--- src/hdl/mlfq_pkg.sv ---
// ----------------------------------------------------------------------------
// mlfq_pkg
// Shared types and constants of the multilevel feedback queue scheduler:
// transaction payloads, operation and status codes, register map.
// ----------------------------------------------------------------------------
`default_nettype none

package mlfq_pkg;

  // default sizes of the scheduler
  localparam int unsigned MaxLevelsDef = 8;
  localparam int unsigned MaxProcsDef  = 32;

  // process id width, fixed by the payload fields
  localparam int unsigned IdW = 8;

  // register reset values
  localparam logic [3:0]  NumLevelsRst = 4'd3;
  localparam logic [15:0] QuantumRst   = 16'd8;

  // operation codes of an input transaction
  typedef enum logic [1:0] {
    OP_ADMIT   = 2'd0,
    OP_SLICE   = 2'd1,
    OP_RESTART = 2'd2
  } op_e;

  // status codes of a result transaction
  typedef enum logic [3:0] {
    ST_STAYED       = 4'd0,
    ST_DEMOTED      = 4'd1,
    ST_ENDED        = 4'd2,
    ST_BOOSTED      = 4'd3,
    ST_QUANTUM_OUT  = 4'd4,
    ST_EMPTY        = 4'd5,
    ST_ADMITTED     = 4'd6,
    ST_REJECTED     = 4'd7,
    ST_RESTART_DONE = 4'd8
  } status_e;

  // register indexes on the configuration port
  typedef enum logic [0:0] {
    REG_NUM_LEVELS = 1'b0,
    REG_QUANTUM    = 1'b1
  } reg_idx_e;

  // input transaction
  typedef struct packed {
    logic [1:0] op;
    logic [7:0] proc_id;
    logic       demote;
    logic       final_instr;
  } sched_in_t;

  // result transaction
  typedef struct packed {
    logic [3:0] status;
    logic [7:0] proc_id_out;
    logic [3:0] level;
    logic       last;
  } sched_out_t;

  // pointer table command for the selected level
  typedef struct packed {
    logic pop;
    logic push;
    logic clear;
  } qtab_cmd_t;

endpackage

`default_nettype wire

--- src/hdl/mlfq_qtab.sv ---
// ----------------------------------------------------------------------------
// mlfq_qtab
// Per-level head, tail and occupancy table. One level is selected at a time
// for read and update; non-empty flags of all levels feed the level search.
// ----------------------------------------------------------------------------
`default_nettype none

module mlfq_qtab #(
  parameter int unsigned MAX_LEVELS = 8,
  parameter int unsigned MAX_PROCS  = 32,
  localparam int unsigned LIW = (MAX_LEVELS > 1) ? $clog2(MAX_LEVELS) : 1,
  localparam int unsigned PW  = (MAX_PROCS > 1) ? $clog2(MAX_PROCS) : 1,
  localparam int unsigned CW  = $clog2(MAX_PROCS + 1)
) (
  input  wire logic                       clk_i,
  input  wire logic                       rst_ni,
  input  wire logic [LIW-1:0]             sel_i,
  input  wire mlfq_pkg::qtab_cmd_t        cmd_i,
  output logic      [PW-1:0]              head_o,
  output logic      [PW-1:0]              tail_o,
  output logic      [CW-1:0]              cnt_o,
  output logic      [MAX_LEVELS-1:0]      nonempty_o
);

  import mlfq_pkg::*;

  localparam logic [PW-1:0] LastSlot = PW'(MAX_PROCS - 1);

  logic [PW-1:0] head_q [MAX_LEVELS];
  logic [PW-1:0] tail_q [MAX_LEVELS];
  logic [CW-1:0] cnt_q  [MAX_LEVELS];

  // selected level
  assign head_o = head_q[sel_i];
  assign tail_o = tail_q[sel_i];
  assign cnt_o  = cnt_q[sel_i];

  // occupancy flags for the priority search
  always_comb begin
    for (int k = 0; k < MAX_LEVELS; k++) begin
      nonempty_o[k] = (cnt_q[k] != '0);
    end
  end

  // pointer and count update of the selected level, wrapping at the depth
  always_ff @(posedge clk_i or negedge rst_ni) begin
    if (!rst_ni) begin
      for (int k = 0; k < MAX_LEVELS; k++) begin
        head_q[k] <= '0;
        tail_q[k] <= '0;
        cnt_q[k]  <= '0;
      end
    end else begin
      for (int k = 0; k < MAX_LEVELS; k++) begin
        if (LIW'(k) == sel_i) begin
          if (cmd_i.clear) begin
            head_q[k] <= '0;
            tail_q[k] <= '0;
          end else begin
            if (cmd_i.pop) begin
              head_q[k] <= (head_q[k] == LastSlot) ? '0 : head_q[k] + 1'b1;
            end
            if (cmd_i.push) begin
              tail_q[k] <= (tail_q[k] == LastSlot) ? '0 : tail_q[k] + 1'b1;
            end
            if (cmd_i.pop && !cmd_i.push) begin
              cnt_q[k] <= cnt_q[k] - 1'b1;
            end else if (cmd_i.push && !cmd_i.pop) begin
              cnt_q[k] <= cnt_q[k] + 1'b1;
            end
          end
        end
      end
    end
  end

endmodule

`default_nettype wire

--- config.mk ---
export PLATFORM = sky130hd
export DESIGN_NAME = mlfq_qtab
export DESIGN_NICKNAME = d
export VERILOG_FILES = /design/src/hdl/mlfq_pkg.sv /design/src/hdl/mlfq_qtab.sv
export SDC_FILE = /design/constraint.sdc
export NUM_CORES = 1
export LEC_CHECK = 0
export CORE_MARGIN = 4
export CORE_UTILIZATION = 40
export CTS_CLUSTER_SIZE = 24
export DETAILED_ROUTE_END_ITERATION = 7
export DONT_BUFFER_PORTS = 1
export GPL_TIMING_DRIVEN = 0
export PLACE_DENSITY = 0.57
export SKIP_CTS_REPAIR_TIMING = 1
export SYNTH_ARGS = -nofsm -noshare
export SYNTH_HDL_FRONTEND = slang
export SYNTH_SLANG_ARGS = --single-unit
--- constraint.sdc ---
create_clock -name clk_i -period 2 [get_ports clk_i]
set_input_delay 0.4 -clock clk_i [delete_from_list [all_inputs] [get_ports clk_i]]
set_output_delay 0.4 -clock clk_i [all_outputs]
set_load 0.01 [all_outputs]
==> results of run 1 <==
-- worst max-delay path: stages (launching register included) --
cell and delay, ns:
dfrtp_2 0.46, or4_4 0.53, or3_4 0.38
-- synthesized netlist by cell type, drive strengths merged, types with 16 or more instances --
master,instances,area (um2)
dfrtp,128,3200
nand2,111,417
o21ai,100,500
a21oi,59,299
nor3,44,231
ha,42,526
nor2,41,159
nand2b,37,231
xor2,35,307
buf,33,213
mux4,32,724
nand3,25,125
clkbuf,24,90.1
mux2,23,259
xnor2,22,193
nor2b,17,106
and3,16,100
o31ai,16,120
-- registers in the layout, indices dropped and copies added, names as in the netlist --
register,count
cnt_q,48
head_q,40
tail_q,40
-- metal layers --
layer	part of all wire	wire, um
met1	0.45	11000
met2	0.49	12000
met3	0.046	1130
met4	0.014	354
met5	0	0
-- final timing paths --
path / start / endpoint / slack (ns) / cells past startpoint
setup / recovery: cnt_q[3]$_DFFE_PN0P_ / nonempty_o[7] / -0.20 / 2
hold / removal: rst_ni / cnt_q[20]$_DFFE_PN0P_ / -0.33 / 0
setup reg to reg: cnt_q[37]$_DFFE_PN0P_ / cnt_q[41]$_DFFE_PN0P_ / 0.24 / 7
hold reg to reg: cnt_q[41]$_DFFE_PN0P_ / cnt_q[41]$_DFFE_PN0P_ / 0.49 / 1
max in group asynchronous: rst_ni / head_q[27]$_DFFE_PN0P_ / 2.02 / 0
min in group clk_i: sel_i[2] / cnt_q[41]$_DFFE_PN0P_ / 0.33 / 4
-- power groups by stage --
stage | combinational, W | sequential (W) | clock [W]
final | 0.00432 | 0.00418 | 0.00342
after global routing | 0.00472 | 0.00427 | 0.00359
after CTS | 0.00331 | 0.00398 | 0.00346
after detailed placement | 0.00330 | 0.00402 | 0
after global placement | 0.00324 | 0.00400 | 0
after floorplan | 0.00268 | 0.00375 | 0
-- cells by family after synthesis --
family	count (synthesis)
xor+xnor	57
compound gates	210
flops	128
mux	64
simple gates	332
buf+inv	68
fa+ha+maj	42
-- layout make-up --
class | count | area (um2)
Clock inverter | 15 | 208
Timing Repair Buffer | 75 | 571
Sequential cell | 128 | 3240
Tap cell | 275 | 344
Clock buffer | 17 | 425
Buffer | 48 | 414
Multi-Input combinational cell | 705 | 5090
Inverter | 11 | 41.3
Fill cell | 1993 | 10600
-- stage by stage --
stage | hold WS, ns | worst slack (ns) | power, W | setup TNS, ns | cells
floorplan | 0.104 | 0.000874 | 0.00644 | 0 | 901
global placement | 0.110 | -0.397 | 0.00724 | -14.82 | 1176
detailed placement | 0.111 | -0.455 | 0.00732 | -17.47 | 1176
CTS | -0.342 | -0.421 | 0.0107 | -6.11 | 1208
global route | -0.355 | -0.226 | 0.0126 | -2.60 | 1274
finish | -0.334 | -0.197 | 0.0119 | -1.83 | 1274
==> flow_metrics.tcl, run 1 <==
set metrics [dict create \
    crit_path_max_fanout 6 \
    async_reset_ff_frac 1.00 \
    syn_nets 951 \
    start_util 0.406 \
    finalSetupViolCount 21 \
    p_per_area_mw_per_mm2 1150 \
    leakagePower_nw 4.60 \
    synth_adder_area_share 0.0618 \
    post-dp-hpwl_um 15900 \
    vias 7118 \
    num_antenna_cells 0 \
    utilization 0.493 \
    cts_max_level 4 \
    grt_pass1_vias 6585 \
    cts_tree "done" \
    synth_compound_area_frac 0.142 \
    grt-ovfl-total 0 \
    fp-row-count 53 \
    arrival_ns 1.80 \
    antenna_left 0 \
    crit_type "register to output port" \
    synth-seq-area-share 0.377 \
    hold_viol_final 128 \
    clkLatencyLatePin_ns 0.43 \
    dieArea_mm2 0.0237 \
    cts_buffers 17 \
    area_growth_pct 21.4 \
    io_buffer_count 0 \
    slew_viol_final 0 \
    io_pins 32 \
    numClockSinks 128 \
    drc 0 \
    grt_util_met3 0.0360 \
    antenna_found_initial 0 \
    p_int_w 0.00779 \
    power.share.sequential 0.351 \
    grt_max_degree 129 \
    maxCapViolCount 0 \
    setup_ws_ns -0.197 \
    final_common_cell "nand2_1" \
    synth_simple_gate_area_share 0.195 \
    max_freq_mhz 455 \
    dpl_cell_area_mm2 0.00891 \
    ys_dominant_reg_cell "dfrtp_1" \
    fp.coreArea_mm2 0.0210 \
    switching_share 0.346 \
    start_kind "register" \
    skew_ns 0.00563 \
    clkPwrFrac 0.287 \
    die_w_um 154 \
    drt_pass1_iterations 5 \
    synth_seq_cells 128 \
    viasPerCell 5.59 \
    final_cell_mix "nand2_1 (111), dfrtp_1 (102), buf_4 (76)" \
    drt_iter0_markers 537 \
    holdWs_ns -0.334 \
    gp_congestion 0.822 \
    grt_setup_unrepaired "true" \
    synthesis.area_mm2 0.00851 \
    violations "negative hold slack, negative setup slack" \
    synth_top_family_by_area "simple AND/OR/NAND/NOR gates" \
    cts.reportedPaths.clkPinSlew_ns 0.06 \
    power.switching_w 0.00412 \
    nNetsFinal 1036 \
    synthCells 901 \
    status "finished with violations" \
    cts_root_buffer "clkbuf_16" \
    grt_pass1_wl_um 37100 \
    synth_mux_area_frac 0.126 \
    clk_path_buf_depth 2 \
    yosysWarnings 0 \
    final_area_mm2 0.0103 \
    use_met1 0.272 \
    finalCriticalPeriod_ns 2.20 \
    drive_gt1_frac 0.246 \
    track_usage 0.198 \
    synth_cell_types 56 \
    worst_pin_slew_ns 0.751 \
    required_ns 1.60 \
    syn_area_per_cell_um2 9.44 \
    slew_headroom 0.500 \
    synth-edff-count 0 \
    grt_busiest_layer "met2" \
    routedWlPerCell_um 19.2 \
    fin_crit_sh 1.10 \
    die_y_um 154 \
    crit_path_end_kind "output port" \
    synth_xor_xnor_area_share 0.0587 \
    drt_wl_total_um 24500 \
    combPwrFrac 0.362 \
    met2_usage 0.327 \
    worstHoldPathType "input pin to async pin" \
    peakVddDrop_uv 548 \
]
Power figures use the tool's default switching activity.
==> run 2: changes to the inputs <==
--- a/config.mk
+++ b/config.mk
@@ -6,12 +6,12 @@
 export NUM_CORES = 1
 export LEC_CHECK = 0
 export CORE_MARGIN = 4
-export CORE_UTILIZATION = 40
+export CORE_UTILIZATION = 59
 export CTS_CLUSTER_SIZE = 24
 export DETAILED_ROUTE_END_ITERATION = 7
 export DONT_BUFFER_PORTS = 1
 export GPL_TIMING_DRIVEN = 0
-export PLACE_DENSITY = 0.57
+export PLACE_DENSITY = 0.79
 export SKIP_CTS_REPAIR_TIMING = 1
 export SYNTH_ARGS = -nofsm -noshare
 export SYNTH_HDL_FRONTEND = slang
==> constraint.sdc (replaced) <==
create_clock -name clk_i -period 1.9 [get_ports clk_i]
set_input_delay 0.38 -clock clk_i [delete_from_list [all_inputs] [get_ports clk_i]]
set_output_delay 0.38 -clock clk_i [all_outputs]
set_load 0.01 [all_outputs]
==> flow_metrics.tcl, run 2 (same netlist as run 1, synthesis figures left out) <==
set metrics [dict create \
    setup_ws_ns -0.250 \
    top_register "cnt_q" \
    worst_pin_slew_ns 0.720 \
    rr_startpoint "tail_q[35]$_DFFE_PN0P_" \
    crit_type "register to output port" \
    crit_path_end_kind "output port" \
    final_common_cell "nand2_1" \
    fin_crit_sh 1.13 \
    clk_path_buf_depth 2 \
    grt-ovfl-total 0 \
    crit_path_max_fanout 6 \
    power.total_w 0.0126 \
    grt_pass1_vias 7054 \
    r2r_end "tail_q[35]$_DFFE_PN0P_" \
    vias 7543 \
    drt_wl_total_um 24100 \
    nFillCells 962 \
    antenna_found_initial 0 \
    hold_viol_final 128 \
    start_kind "register" \
    grt_pass1_wl_um 36900 \
    worstHoldPathType "input pin to async pin" \
    reg2reg_slack_ns 0.09 \
    ff_latch_area_mm2 0.00325 \
    io_buffer_count 0 \
    drc 1 \
    clkLatencyLatePin_ns 0.43 \
    multi_input_area_mm2 0.00514 \
    peakVddDrop_uv 773 \
    crit_chain "or4_4 -> or3_4" \
    antenna_left 0 \
    io_pins 32 \
    holdWs_ns -0.351 \
    drt_pass1_iterations 8 \
    slew_viol_final 0 \
    arrival_ns 1.77 \
    drive_gt1_frac 0.263 \
    gp_congestion 0.894 \
    maxCapViolCount 0 \
    fp-row-count 43 \
    required_ns 1.52 \
    dieArea_mm2 0.0164 \
    num_antenna_cells 0 \
    finalCriticalPeriod_ns 2.15 \
    start_util 0.608 \
    finalSetupViolCount 21 \
    reg2reg_depth 6 \
    track_usage 0.287 \
    slew_headroom 0.520 \
    status "finished with violations" \
    grt_max_degree 129 \
    nNetsFinal 1031 \
    final_cell_mix "nand2_1 (110), dfrtp_1 (90), buf_4 (76)" \
    post-dp-hpwl_um 15100 \
    area_growth_pct 20.3 \
    numClockSinks 128 \
    viasPerCell 6.43 \
    largest_registers "cnt_q x48, head_q x40, tail_q x40" \
    routedWlPerCell_um 20.5 \
    grt_setup_unrepaired "true" \
    leakagePower_nw 4.57 \
    slowest_stage "or4_4" \
    cts_max_level 4 \
    cts.reportedPaths.clkPinSlew_ns 0.06 \
    cts_tree "done" \
    utilization 0.732 \
    die_y_um 128 \
    max_freq_mhz 465 \
    critical_path.max_stage_delay_ns 0.53 \
    p_per_area_mw_per_mm2 1230 \
    cts_buffers 17 \
    die_w_um 128 \
    fp.coreArea_mm2 0.0140 \
    largest_reg_flops 48 \
    drt_iter0_markers 746 \
    violations "design-rule violations, negative hold slack, negative setup slack" \
    cts_root_buffer "clkbuf_16" \
    skew_ns 0.00778 \
]
run 2: worst max-delay path: cells and delay by family, from the launching register on:
| family | cells | cell delay, ns |
|---|---|---|
| simple gates | 2 | 0.89 |
| flops | 1 | 0.45 |
run 2: metrics by stage:
| stage | cell area, um2 | TNS (ns) | instances | setup slack [ns] |
|---|---|---|---|---|
| 2_1_floorplan | 8610 | -0.324 | 901 | -0.0413 |
| 3_3_place_gp | 8830 | -13.92 | 1081 | -0.376 |
| 3_5_place_dp | 8830 | -15.29 | 1081 | -0.361 |
| 4_1_cts | 9480 | -5.88 | 1113 | -0.474 |
| 5_1_grt | 10200 | -4.02 | 1174 | -0.262 |
| 6_report | 10200 | -3.51 | 1174 | -0.250 |
run 2: worst max-delay path by stage:
stage | start | to | slack, ns | depth (start not counted)
6_report | cnt_q[3]$_DFFE_PN0P_ | nonempty_o[7] | -0.25 | 2
5_1_grt | cnt_q[3]$_DFFE_PN0P_ | nonempty_o[7] | -0.26 | 2
4_1_cts | cnt_q[1]$_DFFE_PN0P_ | nonempty_o[7] | -0.47 | 3
3_5_place_dp | cmd_i[0] | tail_q[22]$_DFFE_PN0P_ | -0.36 | 4
3_3_place_gp | cmd_i[0] | tail_q[22]$_DFFE_PN0P_ | -0.38 | 4
2_1_floorplan | cmd_i[1] | cnt_q[22]$_DFFE_PN0P_ | -0.04 | 12
run 2: final cells by class:
cell class	instances	share of cell area
buffer	47	0.0380
timing repair buffer	71	0.0524
tap	180	0.0220
clock buffer	21	0.0450
clock inverter	11	0.0181
sequential	128	0.318
inverter	11	0.00526
multi-input combinational	705	0.502
run 2: routing by layer:
metal / track usage / wire length [um]
met3: 0.0688 / 1900
met1: 0.379 / 9770
met4: 0.121 / 727
met5: 0 / 0
met2: 0.456 / 11700
run 2: report_power, final:
group          internal (W)  switching (W)  leakage [nW]
Combinational       0.00247        0.00206          2.72
Sequential          0.00346        0.00103          1.54
Clock               0.00239        0.00123         0.313
Total               0.00832        0.00432          4.57
