--- config.mk ---
export PLATFORM = sky130hd
export DESIGN_NAME = mlfq_regs
export DESIGN_NICKNAME = d
export VERILOG_FILES = /design/src/hdl/mlfq_pkg.sv /design/src/hdl/mlfq_regs.sv
export SDC_FILE = /design/constraint.sdc
export NUM_CORES = 1
export LEC_CHECK = 0
export ABC_AREA = 1
export BUFFER_PORTS_ARGS = -buffer_cell sky130_fd_sc_hd__buf_2
export CAP_MARGIN = 20
export CORE_AREA = 2 2 56 58
export CTS_CLUSTER_DIAMETER = 120
export DETAILED_ROUTE_END_ITERATION = 8
export DIE_AREA = 0 0 58 60
export PLACE_DENSITY = 0.82
export SLEW_MARGIN = 20
export SYNTH_ARGS = -nofsm -noshare
export SYNTH_HDL_FRONTEND = slang
export SYNTH_SLANG_ARGS = --single-unit
--- constraint.sdc ---
create_clock -name clk_i -period 2.04 [get_ports clk_i]
set_input_delay 0.408 -clock clk_i [delete_from_list [all_inputs] [get_ports clk_i]]
set_output_delay 0.408 -clock clk_i [all_outputs]
set_load 0.03 [all_outputs]
--- src/hdl/mlfq_pkg.sv ---
// ----------------------------------------------------------------------------
// mlfq_pkg
// Shared types and constants of the multilevel feedback queue scheduler:
// transaction payloads, operation and status codes, register map.
// ----------------------------------------------------------------------------
`default_nettype none

package mlfq_pkg;

  // default sizes of the scheduler
  localparam int unsigned MaxLevelsDef = 8;
  localparam int unsigned MaxProcsDef  = 32;

  // process id width, fixed by the payload fields
  localparam int unsigned IdW = 8;

  // register reset values
  localparam logic [3:0]  NumLevelsRst = 4'd3;
  localparam logic [15:0] QuantumRst   = 16'd8;

  // operation codes of an input transaction
  typedef enum logic [1:0] {
    OP_ADMIT   = 2'd0,
    OP_SLICE   = 2'd1,
    OP_RESTART = 2'd2
  } op_e;

  // status codes of a result transaction
  typedef enum logic [3:0] {
    ST_STAYED       = 4'd0,
    ST_DEMOTED      = 4'd1,
    ST_ENDED        = 4'd2,
    ST_BOOSTED      = 4'd3,
    ST_QUANTUM_OUT  = 4'd4,
    ST_EMPTY        = 4'd5,
    ST_ADMITTED     = 4'd6,
    ST_REJECTED     = 4'd7,
    ST_RESTART_DONE = 4'd8
  } status_e;

  // register indexes on the configuration port
  typedef enum logic [0:0] {
    REG_NUM_LEVELS = 1'b0,
    REG_QUANTUM    = 1'b1
  } reg_idx_e;

  // input transaction
  typedef struct packed {
    logic [1:0] op;
    logic [7:0] proc_id;
    logic       demote;
    logic       final_instr;
  } sched_in_t;

  // result transaction
  typedef struct packed {
    logic [3:0] status;
    logic [7:0] proc_id_out;
    logic [3:0] level;
    logic       last;
  } sched_out_t;

  // pointer table command for the selected level
  typedef struct packed {
    logic pop;
    logic push;
    logic clear;
  } qtab_cmd_t;

endpackage

`default_nettype wire

--- src/hdl/mlfq_regs.sv ---
// ----------------------------------------------------------------------------
// mlfq_regs
// Configuration registers behind an APB-style port: level count and
// quantum slice limit. Always ready, reads return the stored value.
// ----------------------------------------------------------------------------
`default_nettype none

module mlfq_regs (
  input  wire logic        clk_i,
  input  wire logic        rst_ni,
  input  wire logic        psel,
  input  wire logic        penable,
  input  wire logic        pwrite,
  input  wire logic [2:0]  paddr,
  input  wire logic [31:0] pwdata,
  output logic      [31:0] prdata,
  output logic             pready,
  output logic      [3:0]  num_levels_o,
  output logic      [15:0] quantum_o
);

  import mlfq_pkg::*;

  logic       wr_en;
  reg_idx_e   reg_idx;
  logic [3:0]  num_levels_q;
  logic [15:0] quantum_q;

  assign pready  = 1'b1;
  assign wr_en   = psel && penable && pwrite;
  assign reg_idx = reg_idx_e'(paddr[2]);

  // register write
  always_ff @(posedge clk_i or negedge rst_ni) begin
    if (!rst_ni) begin
      num_levels_q <= NumLevelsRst;
      quantum_q    <= QuantumRst;
    end else if (wr_en) begin
      case (reg_idx)
        REG_NUM_LEVELS: num_levels_q <= pwdata[3:0];
        REG_QUANTUM:    quantum_q    <= pwdata[15:0];
        default:        ;
      endcase
    end
  end

  // register read
  always_comb begin
    case (reg_idx)
      REG_NUM_LEVELS: prdata = {28'd0, num_levels_q};
      REG_QUANTUM:    prdata = {16'd0, quantum_q};
      default:        prdata = '0;
    endcase
  end

  assign num_levels_o = num_levels_q;
  assign quantum_o    = quantum_q;

endmodule

`default_nettype wire

==> summary.txt, run 1 <==
Crit path top cell by count - nand2_1
WL final - 2437 um
Post-DRT Antenna Nets - 0
Setup violators final - 0
Post-CTS Setup Repair Bufs - 0
First-pass GRT wire length - 4057 um
DP HPWL - 1800 um
Count of different cell masters after synthesis - 15
Vias - 1043
Synth Register Bits - 20
Startpoint Class - flip-flop
Critical path's slowest cell - dfstp_2
I/O Buffers - 57
Final GP Congestion - 0.6536
Proportion of synthesized chip area in sequential cells - 0.4409
CTS Root Cell - clkbuf_4
Worst path cell trace - nand2_1 -> nand2_1 -> buf_2
Fmax - 635.7 MHz
Ports - 93
Starting Density - 0.3940
Crit path time final - 1.573 ns
Hold_buf cts - 0
Final hold viol count - 0
Setup TNS - 0 ns
Crit path largest cell delay - 0.57 ns
Static leakage - 0.9422 nW
Share of the clock period used by the worst path after layout - 0.7711
CP Max Fanout - 3
R2R Setup Slk - 1.32 ns
Post-synthesis average cell area - 7.727 um2
Synth Cell Area - 1144 um2
Final #Nets - 244
Max cap viols - 0
Area added between synthesis and finish - 25.05%
Antenna violations before repair - 0
Critical path type - flip-flop to output port
Status - complete, no violations
Fin area - 1430 um2
Vias in the first global route - 934
WL/cell - 10.33 um
Die area - 3480 um2
Largest net degree at the start of global routing - 35
Drt drc - 0
Max Clock Skew - 0 ns
Setup crit end kind - output port
TritonCTS clock tree - done
Slew Viols, Final - 0
CORE AREA - 2903 um2
RSZ-0062 raised after global routing - false
Total CTS buffers - 3
YS warnings - 0
Drt initial violations - 25
Number of iterations in the first detailed-routing pass - 4
Clock Sinks - 20
Grt total ovfl - 0
PwrDens - 987.7 nW/um2
# rows - 20
N_diodes - 0
Gr usage total - 0.1510
Max VDD drop - 0.5013 mV
Quantity of gates resized following cts - 0
Cells after Synth - 148
Skew-Pair Late Insertion Delay - 0.29 ns
Via density - 4.419
Max H-tree Level - 1
Clk slew on worst S/H paths - 0.12 ns
Hold Crit Class - primary input to async pin
Worst slack at placement - 0.5082 ns
Share of layout cells above drive strength 1 - 0.3645
Die X-Extent - 58 um
Hold_ws - 0.02902 ns
Die H - 60 um
Critical Path RT - 1.63 ns
DP Area - 1378 um2
Critical path data arrival time - 1.17 ns
Setup WS post-layout - 0.4670 ns
Clk buf depth - 2
[layout by cell type, fill, tap and decap left out]
cell / instances
buf_12: 1
nand2_1: 65
bufinv_16: 1
nand4_4: 1
buf_2: 57
clkbuf_4: 3
nor2_2: 1
buf_4: 2
nand3_1: 17
nand3_2: 3
inv_2: 1
dfrtp_1: 17
inv_1: 12
nand4_1: 1
inv_4: 1
dfstp_2: 3
conb_1: 17
[cell families (layout without fill, tap and decap cells)]
| family | Yosys count | after routing | share of synthesized area |
|---|---|---|---|
| other cells | 2 | 17 | 0.006567 |
| simple gates | 88 | 88 | 0.3435 |
| buf+inv | 38 | 78 | 0.2090 |
| flops | 20 | 20 | 0.4409 |
[through the flow]
stage                     power [W]    util  instances
after CTS                  0.001436  0.4927        236
after floorplan           0.0009579       -        163
after detailed placement   0.001103  0.4746        232
after global routing       0.001503  0.4927        236
after global placement     0.001091  0.4746        232
final                      0.001413  0.4927        236
[report_power, final]
group | internal (W) | switching, W
registers | 0.000479 | 0.0000539
clock network | 0.000198 | 0.000125
logic | 0.000145 | 0.000412
[per-layer routing]
metal  global-route usage  wire length (um)  vias to the layer above
li1                     -                 -                      525
met1               0.1669              1029                      477
met2               0.2906              1246                       39
met3              0.02381               145                        2
met4              0.05316                15                        0
met5                    0                 0                        -
[cell type report]
| cell class | count | area, um2 |
|---|---|---|
| clock buffer | 3 | 22.52 |
| sequential | 20 | 504.2 |
| timing repair buffer | 60 | 320.3 |
| tap | 33 | 41.29 |
| multi-input combinational | 105 | 456.7 |
| clock inverter | 1 | 30.03 |
| inverter | 14 | 55.05 |
| fill | 310 | 1473 |
[cell usage after synthesis]
master    n  area (um2)
nand4_1   1       6.260
inv_1    12       45.04
dfstp_2   3       78.83
dfrtp_1  17       425.4
conb_1    2       7.510
inv_4     1       6.260
nor2_2    1       6.260
buf_2     3       15.01
inv_2     1       3.750
buf_6     3       33.78
nand3_1  17       85.08
nand4_4   1       21.27
nand2_1  65       244.0
nand3_2   3       30.03
buf_4    18       135.1
[registers in the layout, indices dropped and copies added, names as in the netlist]
register and cells:
num_levels_o 4, quantum_o 16
[final timing paths]
kind	to	start	cells past startpoint
max	prdata[3]	quantum_o[3]$_DFFE_PN1P_	3
min	num_levels_o[3]$_DFFE_PN0P_	rst_ni	1
max reg2reg	quantum_o[3]$_DFFE_PN1P_	quantum_o[3]$_DFFE_PN1P_	2
min reg2reg	num_levels_o[1]$_DFFE_PN1P_	num_levels_o[1]$_DFFE_PN1P_	2
max in group asynchronous	num_levels_o[1]$_DFFE_PN1P_	rst_ni	1
min in group clk_i	quantum_o[3]$_DFFE_PN1P_	pwdata[3]	3
[critical path, delay by kind of cell (launching register included)]
family,cells,cell delay [ns]
buf+inv,1,0.18
flops,1,0.57
simple gates,2,0.11
Note: power is estimated with default switching activity, not from simulation.
==> run 2: changes to the inputs <==
CORE_AREA = 2 2 58 60   (was 2 2 56 58)
DIE_AREA = 0 0 60 62   (was 0 0 58 60)
PLACE_DENSITY = 0.77   (was 0.82)
clock period = 1.6 ns   (was 2.04 ns; I/O delays follow)
==> run 2 against run 1 <==
Net effect:
- register-to-register slack got worse by 0.44 ns
- final cell count grew 5.9%
- first-iteration DRC count rose by 36%
- setup slack worse by 0.35 ns
- routed wire length down 1.4%
- non-clock buffer count rose by 1
- hold slack gained 0.20 ns
- critical path type unchanged
- clock power is 28% higher
==> summary.txt, run 2 (synthesized netlist as in run 1, its figures left out) <==
N_diodes - 0 (unchanged)
Hold Crit Class - primary input to flip-flop
RSZ-0062 raised after global routing - false
Final hold viol count - 0 (unchanged)
Die H - 62 um (+3.3%)
Clk slew on worst S/H paths - 0.13 ns (about the same)
CTS Root Cell - clkbuf_4
Startpoint Class - flip-flop
Vias in the first global route - 794 (-15%)
Critical Path RT - 1.28 ns (-0.35 ns)
Largest net degree at the start of global routing - 21 (-40%)
Drt initial violations - 34 (+36%)
Final #Nets - 245 (+0.41%)
Starting Density - 0.3597 (-0.03426)
CORE AREA - 3179 um2 (+9.5%)
WL final - 2404 um (-1.4%)
Gr usage total - 0.1287 (-0.02227)
CP Max Fanout - 3 (unchanged)
Critical path's slowest cell - dfstp_2
TritonCTS clock tree - done
# rows - 21 (+5.0%)
Crit path time final - 1.480 ns
Most frequent cells in the layout - nand2_1, buf_2, nand3_1, conb_1, dfrtp_1
Max Clock Skew - 0 ns (unchanged)
Clock Sinks - 20 (unchanged)
Commonest non-fill, non-tap cell in the layout - nand2_1
Antenna violations before repair - 0 (unchanged)
Share of the clock period used by the worst path after layout - 0.9252
DP Area - 1381 um2 (+0.27%)
Max cap viols - 0 (unchanged)
Drt drc - 0 (unchanged)
Met1 capacity usage during global routing - 0.1593 (-0.007566)
Share of layout cells above drive strength 1 - 0.3627 (-0.001787)
Grt peak-use layer - met2
Critical path type - flip-flop to output port
Post-DRT Antenna Nets - 0 (unchanged)
Ports - 93 (unchanged)
Clk buf depth - 2 (unchanged)
Setup violators final - 0 (unchanged)
FF-to-FF Start - quantum_o[3]$_DFFE_PN1P_
Min-delay src - pwdata[3]
Area added between synthesis and finish - 26.26%
Post-CTS Setup Repair Bufs - 0 (unchanged)
Max H-tree Level - 1 (unchanged)
Final GP Congestion - 0.7218 (+10%)
Vias - 1033 (-0.96%)
First-pass GRT wire length - 3553 um (-12%)
Fin util - 0.4542 (-0.03852)
Via density - 4.132 (-6.5%)
Worst Path Buf+Inv - 1 (unchanged)
PwrDens - 1243 nW/um2 (+26%)
Slew Viols, Final - 0 (unchanged)
Grt total ovfl - 0 (unchanged)
Max VDD drop - 0.3851 mV (-23%)
Die X-Extent - 60 um (+3.4%)
Static leakage - 0.9413 nW (about the same)
CP startpoint - quantum_o[3]$_DFFE_PN1P_
Number of iterations in the first detailed-routing pass - 4 (unchanged)
Max reg flops - 16 (unchanged)
Crit-path leading delay family - flip-flops
Quantity of gates resized following cts - 0 (unchanged)
Met3 Use GR - 0.006211 (-0.01760)
Crit path largest cell delay - 0.56 ns (about the same)
Die area - 3720 um2 (+6.9%)
Setup crit end kind - output port
Setup TNS - 0 ns (unchanged)
DP HPWL - 1798 um (-0.11%)
Critical path data arrival time - 1.16 ns (about the same)
WL/cell - 9.616 um (-6.9%)
Fin area - 1444 um2 (+0.96%)
Fmax - 675.5 MHz
I/O Buffers - 57 (unchanged)
Worst path cell trace - nand2_1 -> nand2_1 -> buf_2
Crit path top cell by count - nand2_1
Skew-Pair Late Insertion Delay - 0.30 ns (about the same)
Status - complete, no violations
Met2 global-route usage - 0.2329 (-0.05767)
Total CTS buffers - 3 (unchanged)
[run 2: routing by layer]
metal | part of all wire | vias to the layer above
met5 | 0 | -
met4 | 0.011 | 0
met3 | 0.042 | 2
met2 | 0.52 | 33
met1 | 0.43 | 475
li1 | - | 523
[run 2: layout make-up]
| cell class | count | area (um2) |
|---|---|---|
| clock buffer | 3 | 22.52 |
| timing repair buffer | 61 | 317.8 |
| fill | 338 | 1735 |
| multi-input combinational | 105 | 456.7 |
| sequential | 20 | 504.2 |
| clock inverter | 1 | 30.03 |
| tap | 46 | 57.56 |
| inverter | 14 | 55.05 |
[run 2: per-stage QoR]
step	setup slack, ns	total power [W]	hold WS [ns]	cells
2_1_floorplan	0.3346	0.001221	0.02441	163
4_1_cts	0.1090	0.001817	0.2261	250
5_1_grt	0.04570	0.001911	0.2168	250
6_report	0.1197	0.001795	0.2289	250
3_3_place_gp	0.2822	0.001390	0.2914	245
3_5_place_dp	0.2640	0.001399	0.2942	245
[run 2: report_power, final]
part / leakage (nW) / internal, W / switching, W
combinational: 0.668 / 0.000183 / 0.000521
sequential: 0.245 / 0.000610 / 0.0000674
clock: 0.0279 / 0.000253 / 0.000160
total: 0.941 / 0.00105 / 0.000749
[run 2: path summary, 6_finish.rpt]
| kind | to | slack [ns] | cells after the start |
|---|---|---|---|
| worst max-delay path | prdata[3] | 0.12 | 3 |
| worst min-delay path | quantum_o[3]$_DFFE_PN1P_ | 0.23 | 3 |
| worst max register to register | quantum_o[3]$_DFFE_PN1P_ | 0.88 | 2 |
| worst min register to register | num_levels_o[1]$_DFFE_PN1P_ | 0.48 | 2 |
| max in group asynchronous | num_levels_o[1]$_DFFE_PN1P_ | 0.78 | 2 |
| min in group asynchronous | num_levels_o[3]$_DFFE_PN0P_ | 0.47 | 2 |
[run 2: what timing repair did]
action                                  in CTS  in global routing
hold endpoints to repair                    17                  0
endpoints found under the setup margin       0                  0
hold buffers                                 1                  0
[run 2: tightest hold or removal path: stages]
cell,delay (ns)
buf_2,0.10
nand3_1,0.07
nand2_1,0.05
==> run 3: changes to the inputs <==
--- a/constraint.sdc
+++ b/constraint.sdc
@@ -3,2 +3,2 @@
 set_output_delay 0.32 -clock clk_i [all_outputs]
-set_load 0.03 [all_outputs]
+set_load 0.1 [all_outputs]
==> run 3 against run 2 <==
Net effect:
- sequential cell count is the same
- via count rose by 1.6%
- sequential power grew 3.4%
- global-route usage up 1.9 points
- register-to-register slack got worse by 0.20 ns
- hold slack better by 0.0034 ns
- largest cell class is now non-clock buffers
- largest power group unchanged
==> summary.txt, run 3 (synthesized netlist as in run 1, its figures left out) <==
Status - complete, no violations
Total CTS buffers - 3 (unchanged)
Critical path's slowest cell - dfstp_4
Most frequent cells in the layout - nand2_1, buf_2, buf_12
WL final - 2667 um (+11%)
Max Clock Skew - 0 ns (unchanged)
Fmax - 643.8 MHz (-4.7%)
Ports - 93 (unchanged)
Hold Crit Class - primary input to flip-flop
# rows - 21 (unchanged)
Setup violators final - 0 (unchanged)
Crit path largest cell delay - 0.64 ns (+0.08 ns)
Fin util - 0.5742 (+0.1200)
Critical path data arrival time - 1.23 ns (+0.07 ns)
Share of the clock period used by the worst path after layout - 0.9708 (+0.04558)
Drt drc - 0 (unchanged)
Max reg flops - 16 (unchanged)
Setup crit end kind - output port
Clock Sinks - 20 (unchanged)
Vias - 1050 (+1.6%)
PwrDens - 1604 nW/um2 (+29%)
R2R Setup Slk - 0.68 ns (-0.20 ns)
Via density - 4.183 (+1.2%)
Worst path cell trace - nand2_2 -> nand2_4 -> buf_12
CP Max Fanout - 2 (-1)
Gr usage total - 0.1477 (+0.01901)
Setup WS post-layout - 0.04675 ns (-0.07293 ns)
Max H-tree Level - 1 (unchanged)
R2R depth - 3 (+1)
CTS Root Cell - clkbuf_4
Starting Density - 0.3597 (unchanged)
Antenna violations before repair - 0 (unchanged)
Critical Path RT - 1.28 ns (about the same)
Skew-Pair Late Insertion Delay - 0.30 ns (about the same)
Min-delay src - pwdata[1]
RSZ-0062 raised after global routing - false
Share of layout cells above drive strength 1 - 0.5317 (+0.1690)
Grt total ovfl - 0 (unchanged)
WL/cell - 10.63 um (+10%)
Number of iterations in the first detailed-routing pass - 4 (unchanged)
Crit path time final - 1.553 ns (+0.07293 ns)
Vias in the first global route - 919 (+16%)
First-pass GRT wire length - 4077 um (+15%)
Final hold viol count - 0 (unchanged)
Total Power - 0.002927 W (+63%)
Max VDD drop - 0.9468 mV (+150%)
Area added between synthesis and finish - 59.63%
Multi-input gate area in the final layout - 479.2 um2 (+4.9%)
Hold path depth - 3 (unchanged)
Max cap viols - 0 (unchanged)
Commonest non-fill, non-tap cell in the layout - nand2_1
Largest net degree at the start of global routing - 21 (unchanged)
TritonCTS clock tree - done
Worst slack at placement - 0.2050 ns (-0.05902 ns)
Filler cells - 295 (-13%)
CORE AREA - 3179 um2 (unchanged)
I/O Buffers - 57 (unchanged)
Drt initial violations - 47 (+38%)
Area occupied by registers - 529.3 um2 (+5.0%)
Critical path type - flip-flop to output port
N_diodes - 0 (unchanged)
DP HPWL - 2043 um (+14%)
Static leakage - 0.8937 nW (-5.1%)
Die X-Extent - 60 um (unchanged)
Crit Reg-Reg Endpoint - quantum_o[3]$_DFFE_PN1P_
Post-DRT Antenna Nets - 0 (unchanged)
Final GP Congestion - 0.6805 (-5.7%)
Clk slew on worst S/H paths - 0.12 ns (about the same)
Die H - 62 um (unchanged)
Die area - 3720 um2 (unchanged)
Worst Hold Path EP - num_levels_o[1]$_DFFE_PN1P_
Startpoint Class - flip-flop
FF-to-FF Start - quantum_o[3]$_DFFE_PN1P_
Final #Nets - 246 (+0.41%)
Clk buf depth - 2 (unchanged)
Slew Viols, Final - 0 (unchanged)
-- run 3: changes by cell type in the layout (fill, tap and decap cells not counted), moves of 3 or more --
cell / delta
dfrtp_2: +17
nand2_2: +3
dfrtp_1: -17
inv_1: -12
buf_2: -19
clkinvlp_4: +12
nand2_1: -5
buf_12: +20
-- run 3: report_power, final --
part | internal, W | switching, W | leakage, nW | total (W)
sequential | 0.000628 | 0.0000727 | 0.225 | 0.000701
combinational | 0.000408 | 0.00152 | 0.648 | 0.00193
clock | 0.000139 | 0.000161 | 0.0210 | 0.000299
total | 0.00117 | 0.00175 | 0.894 | 0.00293
-- run 3: worst max-delay path, delay by kind of cell (launching register included) --
| kind | cells | cell delay (ns) |
|---|---|---|
| flops | 1 | 0.64 |
| simple gates | 2 | 0.13 |
| buf+inv | 1 | 0.16 |
-- run 3: final cells by class --
class,count,area share
Timing Repair Buffer,62,0.3413
Sequential cell,20,0.2899
Multi-Input combinational cell,105,0.2625
Inverter,14,0.05483
Tap cell,46,0.03153
Clock buffer,4,0.01988
-- run 3: timing repair --
action	4_1_cts	5_1_grt
hold buffers	1	0
setup buffers	1	0
cloned	0	0
endpoints found under the setup margin	2	1
hold endpoints to repair	17	0
gates resized for setup	1	1
-- run 3: how the worst max path moves through the flow --
stage / startpoint / end / depth (start not counted)
final: quantum_o[3]$_DFFE_PN1P_ / prdata[3] / 3
after global routing: quantum_o[3]$_DFFE_PN1P_ / prdata[3] / 3
after CTS: quantum_o[3]$_DFFE_PN1P_ / prdata[3] / 3
after detailed placement: paddr[2] / prdata[4] / 5
after global placement: paddr[2] / prdata[12] / 5
after floorplan: num_levels_o[0]$_DFFE_PN1P_ / prdata[0] / 2
-- run 3: routing by layer --
layer,wire length [um],up-vias,global-route usage
met2,1475,31,0.2795
li1,-,528,-
met4,27,0,0.05714
met5,0,-,0
met1,1059,489,0.1637
met3,105,2,0.02692
-- run 3: metrics by stage --
| step | area, um2 | instances | hold WS [ns] | TNS (ns) |
|---|---|---|---|---|
| after global placement | 1767 | 245 | 0.2901 | 0 |
| after detailed placement | 1767 | 245 | 0.3052 | 0 |
| after CTS | 1823 | 251 | 0.2213 | 0 |
| after floorplan | 1290 | 163 | 0.02441 | -0.09428 |
| final | 1826 | 251 | 0.2323 | 0 |
| after global routing | 1826 | 251 | 0.2376 | 0 |
